`src/rtl/assert_macros.svh`:
```
// assertion macros shared by the receiver modules
`ifndef ASSERT_MACROS_SVH
`define ASSERT_MACROS_SVH
// implication checked on every rising clock edge outside reset
`define ASSERT_IMPL(label, clk, rst_n, ante, cons) \
  label: assert property (@(posedge clk) disable iff (!rst_n) (ante) |-> (cons)) \
    else $error("assertion failed");
// next-cycle implication checked outside reset
`define ASSERT_NEXT(label, clk, rst_n, ante, cons) \
  label: assert property (@(posedge clk) disable iff (!rst_n) (ante) |=> (cons)) \
    else $error("assertion failed");
`endif

```
`src/rtl/hcdr_pkg.sv`:
```
// shared types and constants for the header checked download receiver
`timescale 1ns / 1ps
`default_nettype none
package hcdr_pkg;
  localparam logic [1:0] OP_BYTE  = 2'd0;
  localparam logic [1:0] OP_TICK  = 2'd1;
  localparam logic [1:0] OP_START = 2'd2;

  localparam logic [1:0] PH_IDLE    = 2'd0;
  localparam logic [1:0] PH_HEADER  = 2'd1;
  localparam logic [1:0] PH_PAYLOAD = 2'd2;
  localparam logic [1:0] PH_DONE    = 2'd3;

  localparam logic [2:0] ST_OK          = 3'd0;
  localparam logic [2:0] ST_REJECT      = 3'd1;
  localparam logic [2:0] ST_HDR_TIMEOUT = 3'd2;
  localparam logic [2:0] ST_PAY_TIMEOUT = 3'd3;
  localparam logic [2:0] ST_CRC_BAD     = 3'd4;

  localparam logic [1:0] REG_SIZE     = 2'd0;
  localparam logic [1:0] REG_CRC      = 2'd1;
  localparam logic [1:0] REG_HDR_TO   = 2'd2;
  localparam logic [1:0] REG_IDLE_TO  = 2'd3;

  localparam logic [3:0] HS_ONE      = 4'd6;
  localparam logic [3:0] HS_DEC_WS   = 4'd7;
  localparam logic [3:0] HS_DEC_SIGN = 4'd8;
  localparam logic [3:0] HS_DEC      = 4'd9;
  localparam logic [3:0] HS_HEX_WS   = 4'd10;
  localparam logic [3:0] HS_HEX_SIGN = 4'd11;
  localparam logic [3:0] HS_HEX      = 4'd12;
  localparam logic [3:0] HS_HEX_PFX  = 4'd13;
  localparam logic [3:0] HS_MATCHED  = 4'd14;
  localparam logic [3:0] HS_FAIL     = 4'd15;

  localparam logic [31:0] CRC_POLY = 32'hEDB88320;
  localparam logic [31:0] SAT32    = 32'hFFFFFFFF;
  localparam logic [20:0] MIN_SIZE = 21'd64;

  // queued transaction from front to back
  typedef struct packed {
    logic [1:0] op;
    logic [7:0] rx_byte;
  } item_t;

  // result transaction
  typedef struct packed {
    logic        kind;
    logic [7:0]  payload_byte;
    logic [20:0] payload_offset;
    logic [2:0]  status;
  } result_t;

  // magic prefix characters
  function automatic logic [7:0] magic_char(input logic [2:0] idx);
    case (idx)
      3'd0: magic_char = 8'h4D;
      3'd1: magic_char = 8'h43;
      3'd2: magic_char = 8'h46;
      3'd3: magic_char = 8'h4F;
      3'd4: magic_char = 8'h4E;
      3'd5: magic_char = 8'h54;
      default: magic_char = 8'h00;
    endcase
  endfunction

  // bytewise reflected crc update
  function automatic logic [31:0] crc_byte(input logic [31:0] crc_in, input logic [7:0] b);
    logic [31:0] c;
    c = crc_in ^ {24'd0, b};
    for (int i = 0; i < 8; i++) begin
      c = (c >> 1) ^ (CRC_POLY & {32{c[0]}});
    end
    crc_byte = c;
  endfunction
endpackage
`default_nettype wire

```
`src/rtl/header_checked_download_receiver_core.sv`:
```
// top level: config registers, input queue and protocol engine
// a result is registered at the edge its transaction leaves the queue; an accepted
// transaction is held in a queue entry, then in the output register until taken
// throughput: one transaction per cycle unless output stalls; combinational crc and digit step
// a two-entry queue parts input from the engine; an output register parts the engine
// reset: synchronous active-low rst_n clears control state and loads register defaults
`timescale 1ns / 1ps
`default_nettype none
module header_checked_download_receiver_core #(
  parameter int LINE_CAPACITY = 64,
  parameter int MAX_BYTES     = 1572864
) (
  input  wire logic        clk,
  input  wire logic        rst_n,
  input  wire logic        in_valid,
  output logic             in_ready,
  input  wire logic [1:0]  in_op,
  input  wire logic [7:0]  in_rx_byte,
  output logic             out_valid,
  input  wire logic        out_ready,
  output logic             out_kind,
  output logic [7:0]       out_payload_byte,
  output logic [20:0]      out_payload_offset,
  output logic [2:0]       out_status,
  input  wire logic        cfg_valid,
  output logic             cfg_ready,
  input  wire logic [1:0]  cfg_index,
  input  wire logic [31:0] cfg_data
);
  logic [20:0] size_r;
  logic [31:0] crc_r;
  logic [15:0] hto_r, ito_r;
  logic        q_valid, q_ready;
  hcdr_pkg::item_t   q_item;
  hcdr_pkg::result_t res;

  assign cfg_ready = 1'b1;

  // configuration registers
  always_ff @(posedge clk) begin
    if (!rst_n) begin
      size_r <= 21'd64; crc_r <= 32'd0; hto_r <= 16'd1500; ito_r <= 16'd2000;
    end else if (cfg_valid) begin
      case (cfg_index)
        hcdr_pkg::REG_SIZE:    size_r <= cfg_data[20:0];
        hcdr_pkg::REG_CRC:     crc_r  <= cfg_data;
        hcdr_pkg::REG_HDR_TO:  hto_r  <= cfg_data[15:0];
        hcdr_pkg::REG_IDLE_TO: ito_r  <= cfg_data[15:0];
        default: ;
      endcase
    end
  end

  hcdr_front u_front (
    .clk(clk), .rst_n(rst_n), .in_valid(in_valid), .in_ready(in_ready),
    .in_op(in_op), .in_rx_byte(in_rx_byte),
    .q_valid(q_valid), .q_ready(q_ready), .q_item(q_item)
  );

  hcdr_back #(.LINE_CAPACITY(LINE_CAPACITY), .MAX_BYTES(MAX_BYTES)) u_back (
    .clk(clk), .rst_n(rst_n), .q_valid(q_valid), .q_ready(q_ready), .q_item(q_item),
    .expected_size(size_r), .crc_target(crc_r), .header_timeout(hto_r),
    .idle_timeout(ito_r), .out_valid(out_valid), .out_ready(out_ready), .out_res(res)
  );

  assign out_kind           = res.kind;
  assign out_payload_byte   = res.payload_byte;
  assign out_payload_offset = res.payload_offset;
  assign out_status         = res.status;
endmodule
`default_nettype wire

```
`src/rtl/hcdr_front.sv`:
```
// input stage: accepts transactions and queues them for the engine
`timescale 1ns / 1ps
`default_nettype none
module hcdr_front (
  input  wire logic             clk,
  input  wire logic             rst_n,
  input  wire logic             in_valid,
  output logic                  in_ready,
  input  wire logic [1:0]       in_op,
  input  wire logic [7:0]       in_rx_byte,
  output logic                  q_valid,
  input  wire logic             q_ready,
  output hcdr_pkg::item_t       q_item
);
  // two-entry queue
  hcdr_pkg::item_t mem_r [2];
  logic [1:0] cnt_r, cnt_nxt;
  logic       rd_r, rd_nxt;
  logic       wr_r, wr_nxt;
  logic       push, pop;

  // every op is queued, even op 3 collects a pending status
  assign in_ready = (cnt_r != 2'd2);
  assign push     = in_valid && in_ready;
  assign q_valid  = (cnt_r != 2'd0);
  assign pop      = q_valid && q_ready;
  assign q_item   = mem_r[rd_r];

  always_comb begin
    cnt_nxt = cnt_r + {1'b0, push} - {1'b0, pop};
    rd_nxt  = pop ? ~rd_r : rd_r;
    wr_nxt  = push ? ~wr_r : wr_r;
  end

  always_ff @(posedge clk) begin
    if (!rst_n) begin
      cnt_r <= 2'd0;
      rd_r  <= 1'b0;
      wr_r  <= 1'b0;
    end else begin
      cnt_r <= cnt_nxt;
      rd_r  <= rd_nxt;
      wr_r  <= wr_nxt;
    end
  end

  always_ff @(posedge clk) begin
    if (push) begin
      mem_r[wr_r].op      <= in_op;
      mem_r[wr_r].rx_byte <= in_rx_byte;
    end
  end

  `include "assert_macros.svh"
  `ASSERT_IMPL(a_no_overflow, clk, rst_n, cnt_r == 2'd2, !push || pop)
  `ASSERT_IMPL(a_no_underflow, clk, rst_n, cnt_r == 2'd0, !pop)
  `ASSERT_NEXT(a_cnt_step, clk, rst_n, push && !pop, cnt_r != 2'd0)
endmodule
`default_nettype wire

```
`src/rtl/hcdr_back.sv`:
```
// protocol engine: header parse, payload crc, status, output register
`timescale 1ns / 1ps
`default_nettype none
module hcdr_back #(
  parameter int LINE_CAPACITY = 64,
  parameter int MAX_BYTES     = 1572864
) (
  input  wire logic        clk,
  input  wire logic        rst_n,
  input  wire logic        q_valid,
  output logic             q_ready,
  input  wire hcdr_pkg::item_t q_item,
  input  wire logic [20:0] expected_size,
  input  wire logic [31:0] crc_target,
  input  wire logic [15:0] header_timeout,
  input  wire logic [15:0] idle_timeout,
  output logic             out_valid,
  input  wire logic        out_ready,
  output hcdr_pkg::result_t out_res
);
  localparam int LW = $clog2(LINE_CAPACITY + 1);
  localparam logic [LW-1:0] LCAP = LW'(LINE_CAPACITY);
  localparam logic [31:0] MAXB = 32'(MAX_BYTES);

  logic [1:0]  phase_r, phase_nxt;
  logic [LW-1:0] len_r, len_nxt;
  logic [3:0]  hs_r, hs_nxt;
  logic [31:0] sacc_r, sacc_nxt;
  logic [31:0] cacc_r, cacc_nxt;
  logic [3:0]  dcnt_r, dcnt_nxt;
  logic [31:0] rcrc_r, rcrc_nxt;
  logic [20:0] nbytes_r, nbytes_nxt;
  logic [15:0] ticks_r, ticks_nxt;
  logic        ov_r, ov_nxt;
  hcdr_pkg::result_t res_r, res_nxt;

  logic        take, emit;
  logic [7:0]  c;
  logic        is_dec, is_hex, is_sp;
  logic [3:0]  hv;
  logic [35:0] dec_prod, hex_prod;
  logic [31:0] dec_sat, hex_sat;
  logic [15:0] ticks_inc;
  logic        hdr_ok;

  assign q_ready   = !ov_r || out_ready;
  assign take      = q_valid && q_ready;
  assign out_valid = ov_r;
  assign out_res   = res_r;
  assign c         = q_item.rx_byte;

  // character classes
  always_comb begin
    is_dec = (c >= 8'h30) && (c <= 8'h39);
    is_sp  = (c == 8'h20) || (c == 8'h09) || (c == 8'h0B) || (c == 8'h0C);
    is_hex = 1'b1;
    hv     = 4'd0;
    if (is_dec) hv = c[3:0];
    else if ((c >= 8'h61) && (c <= 8'h66)) hv = 4'(c - 8'h57);
    else if ((c >= 8'h41) && (c <= 8'h46)) hv = 4'(c - 8'h37);
    else is_hex = 1'b0;
  end

  // saturating accumulators
  always_comb begin
    dec_prod = {4'd0, sacc_r} * 36'd10 + {32'd0, c[3:0]};
    dec_sat  = (dec_prod[35:32] != 4'd0) ? hcdr_pkg::SAT32 : dec_prod[31:0];
    hex_prod = {cacc_r, 4'd0} + {32'd0, hv};
    hex_sat  = (hex_prod[35:32] != 4'd0) ? hcdr_pkg::SAT32 : hex_prod[31:0];
    ticks_inc = (ticks_r != 16'hFFFF) ? ticks_r + 16'd1 : ticks_r;
    hdr_ok = ((hs_r == hcdr_pkg::HS_HEX) || (hs_r == hcdr_pkg::HS_HEX_PFX) ||
              (hs_r == hcdr_pkg::HS_MATCHED)) &&
             (sacc_r >= {11'd0, hcdr_pkg::MIN_SIZE}) && (sacc_r <= MAXB) &&
             (sacc_r == {11'd0, expected_size}) && (cacc_r == crc_target);
  end

  // main transition
  always_comb begin
    logic [3:0] hs;
    logic       hexpart;
    phase_nxt = phase_r; len_nxt = len_r; hs_nxt = hs_r; sacc_nxt = sacc_r;
    cacc_nxt = cacc_r; dcnt_nxt = dcnt_r; rcrc_nxt = rcrc_r;
    nbytes_nxt = nbytes_r; ticks_nxt = ticks_r;
    emit = 1'b0; res_nxt = '0;
    hs = hs_r; hexpart = 1'b0;
    if (take) begin
      if (phase_r == hcdr_pkg::PH_DONE) begin
        emit = 1'b1;
        res_nxt.kind = 1'b1;
        res_nxt.status = (~rcrc_r == crc_target) ? hcdr_pkg::ST_OK : hcdr_pkg::ST_CRC_BAD;
        phase_nxt = hcdr_pkg::PH_IDLE;
      end
      if (q_item.op == hcdr_pkg::OP_START) begin
        phase_nxt = hcdr_pkg::PH_HEADER; len_nxt = '0; hs_nxt = 4'd0;
        sacc_nxt = '0; cacc_nxt = '0; dcnt_nxt = '0; rcrc_nxt = hcdr_pkg::SAT32;
        nbytes_nxt = '0; ticks_nxt = '0;
      end else if (phase_r == hcdr_pkg::PH_DONE) begin
        // item consumed by the pending status
      end else if (q_item.op == hcdr_pkg::OP_TICK) begin
        if (phase_r == hcdr_pkg::PH_HEADER || phase_r == hcdr_pkg::PH_PAYLOAD) begin
          ticks_nxt = ticks_inc;
          if (ticks_inc >= ((phase_r == hcdr_pkg::PH_HEADER) ? header_timeout
                                                               : idle_timeout)) begin
            emit = 1'b1;
            res_nxt.kind = 1'b1;
            res_nxt.status = (phase_r == hcdr_pkg::PH_HEADER) ? hcdr_pkg::ST_HDR_TIMEOUT
                                                              : hcdr_pkg::ST_PAY_TIMEOUT;
            phase_nxt = hcdr_pkg::PH_IDLE;
          end
        end
      end else if (q_item.op == hcdr_pkg::OP_BYTE) begin
        if (phase_r == hcdr_pkg::PH_HEADER) begin
          if (c == 8'h0A) begin
            if (!hdr_ok) begin
              emit = 1'b1;
              res_nxt.kind = 1'b1;
              res_nxt.status = hcdr_pkg::ST_REJECT;
              phase_nxt = hcdr_pkg::PH_IDLE;
            end else begin
              phase_nxt = hcdr_pkg::PH_PAYLOAD; ticks_nxt = '0;
              rcrc_nxt = hcdr_pkg::SAT32; nbytes_nxt = '0;
            end
          end else if (c != 8'h0D && (len_r + LW'(1)) < LCAP) begin
            len_nxt = len_r + LW'(1);
            // header character parser
            if (c == 8'h00) begin
              hs_nxt = ((hs_r == hcdr_pkg::HS_HEX) || (hs_r == hcdr_pkg::HS_HEX_PFX) ||
                        (hs_r == hcdr_pkg::HS_MATCHED)) ? hcdr_pkg::HS_MATCHED
                                                         : hcdr_pkg::HS_FAIL;
            end else begin
              if (hs_r < hcdr_pkg::HS_ONE) begin
                hs_nxt = (c == hcdr_pkg::magic_char(hs_r[2:0])) ? hs_r + 4'd1
                                                                 : hcdr_pkg::HS_FAIL;
              end else if (hs_r == hcdr_pkg::HS_ONE) begin
                if (c == 8'h31) hs_nxt = hcdr_pkg::HS_DEC_WS;
                else if (!is_sp) hs_nxt = hcdr_pkg::HS_FAIL;
              end else if (hs_r == hcdr_pkg::HS_DEC_WS) begin
                if (is_sp) hs_nxt = hs_r;
                else if (c == 8'h2B) hs_nxt = hcdr_pkg::HS_DEC_SIGN;
                else if (is_dec) begin sacc_nxt = dec_sat; hs_nxt = hcdr_pkg::HS_DEC; end
                else hs_nxt = hcdr_pkg::HS_FAIL;
              end else if (hs_r == hcdr_pkg::HS_DEC_SIGN) begin
                if (is_dec) begin sacc_nxt = dec_sat; hs_nxt = hcdr_pkg::HS_DEC; end
                else hs_nxt = hcdr_pkg::HS_FAIL;
              end else if (hs_r == hcdr_pkg::HS_DEC) begin
                if (is_dec) sacc_nxt = dec_sat;
                else begin hs = hcdr_pkg::HS_HEX_WS; hs_nxt = hs; hexpart = 1'b1; end
              end else if (hs_r == hcdr_pkg::HS_HEX_WS) begin
                hexpart = 1'b1;
              end else if (hs_r == hcdr_pkg::HS_HEX_SIGN) begin
                if (is_hex) begin
                  cacc_nxt = hex_sat; hs_nxt = hcdr_pkg::HS_HEX;
                  if (dcnt_r < 4'd15) dcnt_nxt = dcnt_r + 4'd1;
                end else hs_nxt = hcdr_pkg::HS_FAIL;
              end else if (hs_r == hcdr_pkg::HS_HEX) begin
                if (is_hex) begin
                  cacc_nxt = hex_sat;
                  if (dcnt_r < 4'd15) dcnt_nxt = dcnt_r + 4'd1;
                end else if ((c == 8'h78 || c == 8'h58) && dcnt_r == 4'd1 && cacc_r == 32'd0)
                  hs_nxt = hcdr_pkg::HS_HEX_PFX;
                else hs_nxt = hcdr_pkg::HS_MATCHED;
              end else if (hs_r == hcdr_pkg::HS_HEX_PFX) begin
                if (is_hex) begin
                  cacc_nxt = hex_sat;
                  if (dcnt_r < 4'd15) dcnt_nxt = dcnt_r + 4'd1;
                end else hs_nxt = hcdr_pkg::HS_MATCHED;
              end
              // hex part start, shared by the decimal fall through
              if (hexpart) begin
                if (is_sp) hs_nxt = hcdr_pkg::HS_HEX_WS;
                else if (c == 8'h2B) hs_nxt = hcdr_pkg::HS_HEX_SIGN;
                else if (is_hex) begin
                  cacc_nxt = hex_sat; hs_nxt = hcdr_pkg::HS_HEX;
                  if (dcnt_r < 4'd15) dcnt_nxt = dcnt_r + 4'd1;
                end else hs_nxt = hcdr_pkg::HS_FAIL;
              end
            end
          end
        end else if (phase_r == hcdr_pkg::PH_PAYLOAD) begin
          emit = 1'b1;
          res_nxt.kind = 1'b0;
          res_nxt.payload_byte = c;
          res_nxt.payload_offset = nbytes_r;
          rcrc_nxt = hcdr_pkg::crc_byte(rcrc_r, c);
          nbytes_nxt = nbytes_r + 21'd1;
          ticks_nxt = '0;
          if ((nbytes_r + 21'd1) >= expected_size) phase_nxt = hcdr_pkg::PH_DONE;
        end
      end
    end
    ov_nxt = emit ? 1'b1 : (out_ready ? 1'b0 : ov_r);
  end

  always_ff @(posedge clk) begin
    if (!rst_n) begin
      phase_r <= hcdr_pkg::PH_IDLE; len_r <= '0; hs_r <= '0; sacc_r <= '0;
      cacc_r <= '0; dcnt_r <= '0; rcrc_r <= hcdr_pkg::SAT32; nbytes_r <= '0;
      ticks_r <= '0; ov_r <= 1'b0;
    end else begin
      phase_r <= phase_nxt; len_r <= len_nxt; hs_r <= hs_nxt; sacc_r <= sacc_nxt;
      cacc_r <= cacc_nxt; dcnt_r <= dcnt_nxt; rcrc_r <= rcrc_nxt; nbytes_r <= nbytes_nxt;
      ticks_r <= ticks_nxt; ov_r <= ov_nxt;
    end
  end

  always_ff @(posedge clk) begin
    if (emit) res_r <= res_nxt;
  end

  `include "assert_macros.svh"
  `ASSERT_IMPL(a_stall_no_take, clk, rst_n, out_valid && !out_ready, !take)
  `ASSERT_IMPL(a_line_bound, clk, rst_n, 1'b1, len_r < LCAP)
  `ASSERT_NEXT(a_done_status, clk, rst_n, take && phase_r == hcdr_pkg::PH_DONE,
               out_valid && out_res.kind)
endmodule
`default_nettype wire

```
`config.mk`:
```
export PLATFORM = sky130hd
export DESIGN_NAME = header_checked_download_receiver_core
export DESIGN_NICKNAME = d
export VERILOG_FILES = /design/src/rtl/hcdr_pkg.sv /design/src/rtl/header_checked_download_receiver_core.sv /design/src/rtl/hcdr_front.sv /design/src/rtl/hcdr_back.sv
export VERILOG_INCLUDE_DIRS = /design/src /design/src/rtl
export SDC_FILE = /design/constraint.sdc
export NUM_CORES = 1
export LEC_CHECK = 0
export ABC_CLOCK_PERIOD_IN_PS = 9500
export BUFFER_PORTS_ARGS = -buffer_cell sky130_fd_sc_hd__buf_4
export CAP_MARGIN = 20
export CORE_ASPECT_RATIO = 0.8
export CORE_UTILIZATION = 50
export CTS_CLUSTER_DIAMETER = 100
export DETAILED_ROUTE_END_ITERATION = 7
export GPL_TIMING_DRIVEN = 0
export PLACE_DENSITY_LB_ADDON = 0.15
export SLEW_MARGIN = 20
export SYNTH_ARGS = -nofsm -noshare
export SYNTH_HDL_FRONTEND = slang
export SYNTH_SLANG_ARGS = --single-unit
```
`constraint.sdc`:
```
create_clock -name clk -period 9.5 [get_ports clk]
set_clock_uncertainty 0.1 [all_clocks]
set_input_delay 0.475 -clock clk [delete_from_list [all_inputs] [get_ports clk]]
set_output_delay 0.475 -clock clk [all_outputs]
set_load 0.01 [all_outputs]
```
# Word level (Yosys, flattened, before mapping)
# Memories as Yosys holds them, arrays and structs flattened. A register that Yosys moved wholly into a read port is not among the register bits.
# Index checks and enable logic that the tools add are counted.
[op_classes]
n_addsub = 11
mul = 1
order_cmp = 13
n_eq_ne = 57
mux = 210
bitwise_logic = 15
reduce_logical = 49
[op_table]
columns = ["op", "n"]
rows = [
  ["32-bit 2-to-1 mux", 48],
  ["31-bit by 32-bit XOR with 32-bit output", 8],
  ["4-bit 2-to-1 mux", 55],
  ["16-bit 2-to-1 mux", 11],
  ["21-bit 2-to-1 mux", 8],
  ["33-bit 2-to-1 mux", 3],
  ["8-bit 2-to-1 mux", 10],
  ["36-bit by 4-bit adder with 36-bit output", 2],
  ["32-bit == test", 2],
  ["29-bit 2-to-1 mux", 2],
  ["7-bit 2-to-1 mux", 7],
  ["7-bit case mux with 6 select lines", 1],
  ["1-bit 2-to-1 mux", 41],
  ["32-bit by 3-bit multiplier with 35-bit output (second input constant)", 1],
  ["32-bit by 21-bit == test with 1-bit output", 1],
  ["8-bit by 4-bit == test with 1-bit output (second input constant)", 4],
  ["32-bit by 7-bit >= comparator with 1-bit output (second input constant)", 1],
  ["32-bit by 21-bit <= comparator with 1-bit output (second input constant)", 1],
  ["32-bit zero test", 1],
  ["32-bit inverter", 1],
  ["32-bit by 8-bit XOR with 32-bit output", 1],
  ["30-bit 2-to-1 mux", 1],
  ["4-bit == test (second input constant)", 7],
  ["2-bit 2-to-1 mux", 14],
  ["56 further kinds", 125],
]
[word_totals]
register_bits = 273
ramBits = 20
inputBits = 49
out_inout_bits = 36
wordCells = 378
n_memories = 1
[mem_list]
columns = ["name", "words", "width", "rd", "rd_ports_with_merged_regs", "wr", "line", "text"]
rows = [
  ["u_front.mem_r", 2, 10, 1, 1, 1, "hcdr_front.sv:16", "hcdr_pkg::item_t mem_r [2];"],
]

# Depth between registers and ports, before layout
[depth]
depth_word = 30
mapped_depth = 18
depth_no_buf = 16

# Modules after synthesis
# From an unflattened synthesis, not the netlist that was laid out.
[hier_totals]
cells_unflattened = 2212
area_unflattened_um2 = 19167.1
[modules_own_cells]
columns = ["module", "n_inst", "cells_per_inst", "area_per_inst_um2", "seq_area_each_um2"]
rows = [
  ["hcdr_back", 1, 1828, 14870.5, 4013.8],
  ["header_checked_download_receiver_core", 1, 329, 3343.2, 1701.6],
  ["hcdr_front", 1, 55, 953.4, 700.7],
]

# Worst setup path after synthesis
# Ideal clock, no wire load.
[synth_path]
path_kind = "register -> register"
from = "register u_back.ticks_r[4]"
to = "register u_back.res_r (netlist bit u_back.out_res[0]) (enable)"
setup_time_ns = 0.400
t_arrival_ns = 4.326
required_time_ns = 9.000
slack_ns = 4.674
stages_incl_launch_ff = 18
n_path_buf = 2
period_less_slack_ns = 4.826
path_cell_list = "dfxtp_1 -> clkbuf_1 -> nand4_1 -> nor4_1 -> and3_1 -> nand2b_1 -> clkbuf_1 -> mux2_2 -> ha_1 -> a21o_1 -> a21o_1 -> a21o_1 -> a21o_1 -> a21o_1 -> a211o_1 -> a31oi_1 -> o22ai_1 -> o311a_1"
[synth_via]
elab_chain_len = 9
elab_cells_between_ends = 10
cone_classes = "add/sub: 1; order compare: 1; eq/ne: 1; mux: 7"
[synth_lines]
columns = ["element", "line", "text"]
rows = [
  ["start: declaration", "hcdr_back.sv:33", "logic [15:0] ticks_r, ticks_nxt;"],
  ["start signal: assignment", "hcdr_back.sv:202", "ticks_r <= ticks_nxt; ov_r <= ov_nxt;"],
  ["16-bit by 1-bit adder with 16-bit output / 16-bit inequality test (equally long branches)", "hcdr_back.sv:70", "ticks_inc = (ticks_r != 16'hFFFF) ? ticks_r + 16'd1 : ticks_r;"],
  ["16-bit 2-to-1 mux *", "hcdr_back.sv:70", ""],
  ["16-bit >= comparator *", "hcdr_back.sv:102", "if (ticks_inc >= ((phase_r == hcdr_pkg::PH_HEADER) ? header_timeout"],
  ["1-bit 2-to-1 mux *", "hcdr_back.sv:102", ""],
  ["1-bit 2-to-1 mux *", "hcdr_back.sv:100", "if (phase_r == hcdr_pkg::PH_HEADER || phase_r == hcdr_pkg::PH_PAYLOAD) begin"],
  ["1-bit 2-to-1 mux *", "hcdr_back.sv:99", "end else if (q_item.op == hcdr_pkg::OP_TICK) begin"],
  ["1-bit 2-to-1 mux *", "hcdr_back.sv:97", "end else if (phase_r == hcdr_pkg::PH_DONE) begin"],
  ["1-bit 2-to-1 mux *", "hcdr_back.sv:93", "if (q_item.op == hcdr_pkg::OP_START) begin"],
  ["1-bit 2-to-1 mux *", "hcdr_back.sv:86", "if (take) begin"],
  ["net u_back.emit", "hcdr_back.sv:37", "logic take, emit;"],
  ["end signal: assignment", "hcdr_back.sv:207", "if (emit) res_r <= res_nxt;"],
  ["end: declaration", "hcdr_back.sv:35", "hcdr_pkg::result_t res_r, res_nxt;"],
]
# The timed path passes the listed nets; every way through them passes the cells marked *.
# A chain may end at the register's enable or synchronous reset.

==> results.md <==
- Inserted Clock Buffers: 30
- Internal: 2660 uW
- Initial DRC Count: 2,056
- Core footprint: 37,000 sq um
- Synth Area in Compound Gates: 0.185
- Top_reg_cell synth: dfxtp_1
- Maxcap violations: 0
- Final wirelength: 62.0 mm
- Area grow syn2layout: 13.4%
- Met2 wire len: 24.8 mm
- EDFF count, synth: 53
- Sum of negative setup slack: 0 ns
- Crit Path Max Fanout: 10
- Worst Tran Pin Value: 1.13 ns
- Critical path arrival: 6.55 ns
- Hold Crit Class: primary input to flip-flop
- Gr ovfl total: 0
- Total power: 4090 uW
- PwrDens: 192 nW/um^2
- Met3 routed WL: 5.82 mm
- Finished Layout Cells: 2,924
- Share of power burned in registers: 0.345
- Largest net degree at the start of global routing: 31
- CTS root buf: clkbuf_16
- Placed cells: 2,856
- Post-Synth Adder-Cell Area: 0.0881
- Commonest non-fill, non-tap cell in the layout: nand2_1
- Flop-to-flop setup slack: 3.34 ns
- Setup crit end kind: flip-flop
- Proportion of layout cells with a drive suffix above 1: 0.0710
- Worst rel slew slack: 0.222
- Initial Util: 0.507
- Pleak: 0.00824 uW
- Largest family of logic cells by synthesized area: simple AND/OR/NAND/NOR gates
- Routability Congestion: 0.990
- Met1 wire length: 29.8 mm
- Most frequent cells in the layout: nand2_1, a21oi_1, dfxtp_1, xnor2_1, nor2_1
- NumNets Final: 2,592
- Slew Limit Fails: 0
- I/O pin total: 85
- Die width: 219 um
- Initial antenna violation count: 1
- Vias: 17.7k
- Highest metal layer with signal wires: met4
- Critical Path Start Type: flip-flop
- IO Port Bufs: 82
- Mapped Area: 18,800 sq um
- XOR/XNOR Fraction of Synth Area: 0.116
- Global-route wire length before repair: 94.2 mm
- Die footprint: 38,300 sq um
- Antenna viol nets, final: 0
- Setup CP Type: flip-flop to flip-flop
- Max frequency: 162 MHz
- Avg WL per Cell: 21.2 um
- Finish-stage setup viols: 0
- Async set-reset flop share out of synthesis: 0
- H-tree levels: 1
- Total track usage: 0.318
- DP Wirelength: 48.5 mm
- Clk_lat worst skew: 0.58 ns
- Vias/cell: 6.05
- Drt first pass iters: 6
- Final-report hold violation count: 0
- Synth warn: 0
- Syn Area/Cell: 8.21 sq um
- Clock Path Buffers: 3
- #FFs+latches synth: 294
- Placed Area: 20,000 sq um
- Worst-path clk slew: 0.06 ns
- CTS tree: yes
- Multiplexer area fraction after synthesis: 0.0197
- Register area share after synthesis: 0.342
- Minimum clock period: 6.16 ns
- Combinational fraction of design power: 0.328
- Hold_ws: 0.0517 ns
- Mapped Cells: 2,286
- Net Count, Synth: 2,466
- Die height: 175 um
- # Post-CTS Setup Buffers: 0
- RSZ-0062 raised after global routing: false
- Final period util: 0.649
- Final instance area: 21,300 sq um
- Distinct cells, synth: 82
- Vias in the first global route: 16.0k
- Clock network fraction of design power: 0.328
- Row cnt: 63
- Sw Share: 0.350
- Clk sinks: 294
- DRC viols: 0
- Worst EP required: 9.89 ns
- Synth Area in Simple Gates: 0.213
- Status: complete, no violations
- Net switching power: 1430 uW
- Worst IR Drop VDD: 159 uV
Yosys cell counts, types with 26 or more instances:
library cell  count  area [sq um]
o21ai_0         110           551
nor2_1          130           488
ha_1            129          1610
a21oi_1         272          1360
and2_1           32           200
xor2_1          100           876
nand2_1         339          1270
nand4_1          47           294
edfxtp_1         53          1590
dfxtp_1         241          4820
nor3_1           41           205
xnor2_1         148          1300
nand3_1          62           310
a21o_1           32           240
clkbuf_1        111           417
mux2i_1          30           300
inv_1            49           184
nor2b_1          26           163
cells by family after synthesis:
logic type                 after synthesis
AOI/OAI and AO/OA                      576
xor gates and xnor gates               248
adders and majority gates              131
buffers and inverters                  173
DFF                                    294
muxes                                   36
other                                    1
and+or+nand+nor                        827
power groups by stage:
stage | clock network (uW) | logic, uW | registers [uW]
finish | 1340 | 1340 | 1410
global route | 1400 | 1450 | 1420
CTS | 1360 | 1310 | 1410
detailed placement | 0 | 1290 | 1430
global placement | 0 | 1270 | 1430
floorplan | 0 | 958 | 1410
layer usage:
layer,GRT usage,vias to the layer above
met5,0,-
met4,0.0793,0
met3,0.0559,97
met2,0.448,742
met1,0.493,8452
li1,-,8394
what timing repair did:
| item | in CTS | in global routing |
|---|---|---|
| endpoints found under the hold margin | 20 | 0 |
| hold buffers | 10 | 0 |
| gates resized for setup | 0 | 0 |
flip-flops by register name (all words and copies together), names as in the netlist, 4 cells and up, named ones only:
| name | cells |
|---|---|
| crc_r | 32 |
| hto_r | 16 |
| ito_r | 16 |
| size_r | 21 |
| u_back.cacc_r | 32 |
| u_back.dcnt_r | 4 |
| u_back.hs_r | 4 |
| u_back.len_r | 7 |
| u_back.nbytes_r | 21 |
| u_back.out_res | 33 |
| u_back.rcrc_r | 32 |
| u_back.sacc_r | 32 |
| u_back.ticks_r | 16 |
| u_front.mem_r | 20 |
critical path, cell delays in order, from the launching register on:
cell	delay, ns
dfxtp_1	0.46
clkbuf_1	0.44
clkbuf_1	0.52
mux2i_2	0.34
inv_1	0.29
ha_1	0.24
inv_1	0.07
fa_1	0.44
nor2b_1	0.23
o2111a_1	0.26
nand3_1	0.17
nor4_1	0.46
nor4b_1	0.98
and2_0	0.39
nor3b_1	0.28
xnor2_1	0.12
a311oi_1	0.26
path summary, 6_finish.rpt:
check,end,startpoint,cells after the start
setup / recovery,u_back.sacc_r[31]$_SDFFE_PN0P_,flip-flop,16
hold reg to reg,u_back.len_r[6]$_SDFFE_PN0P_,u_back.len_r[6]$_SDFFE_PN0P_,2
hold / removal,crc_r[25]$_SDFFE_PN0P_,cfg_data[25],3
setup reg to reg,u_back.sacc_r[31]$_SDFFE_PN0P_,flip-flop,16
final cells by class:
cell class              instances  area, sq um
flip-flops and latches        294         6420
diodes                          1         2.50
multi-input cells            1819        11700
clock buffers                  45          945
well taps                     487          609
inverters                      52          195
fillers                      3426        15800
repair buffers                 94          743
plain buffers                 121          475
clock inverters                11          185
metrics by stage:
stage	util	worst slack (ns)
after CTS	0.573	3.36
after detailed placement	0.540	3.40
final	0.574	3.34
after global routing	0.574	3.09
after global placement	0.540	3.44
after floorplan	-	4.67
(Power assumes the default switching activity.)
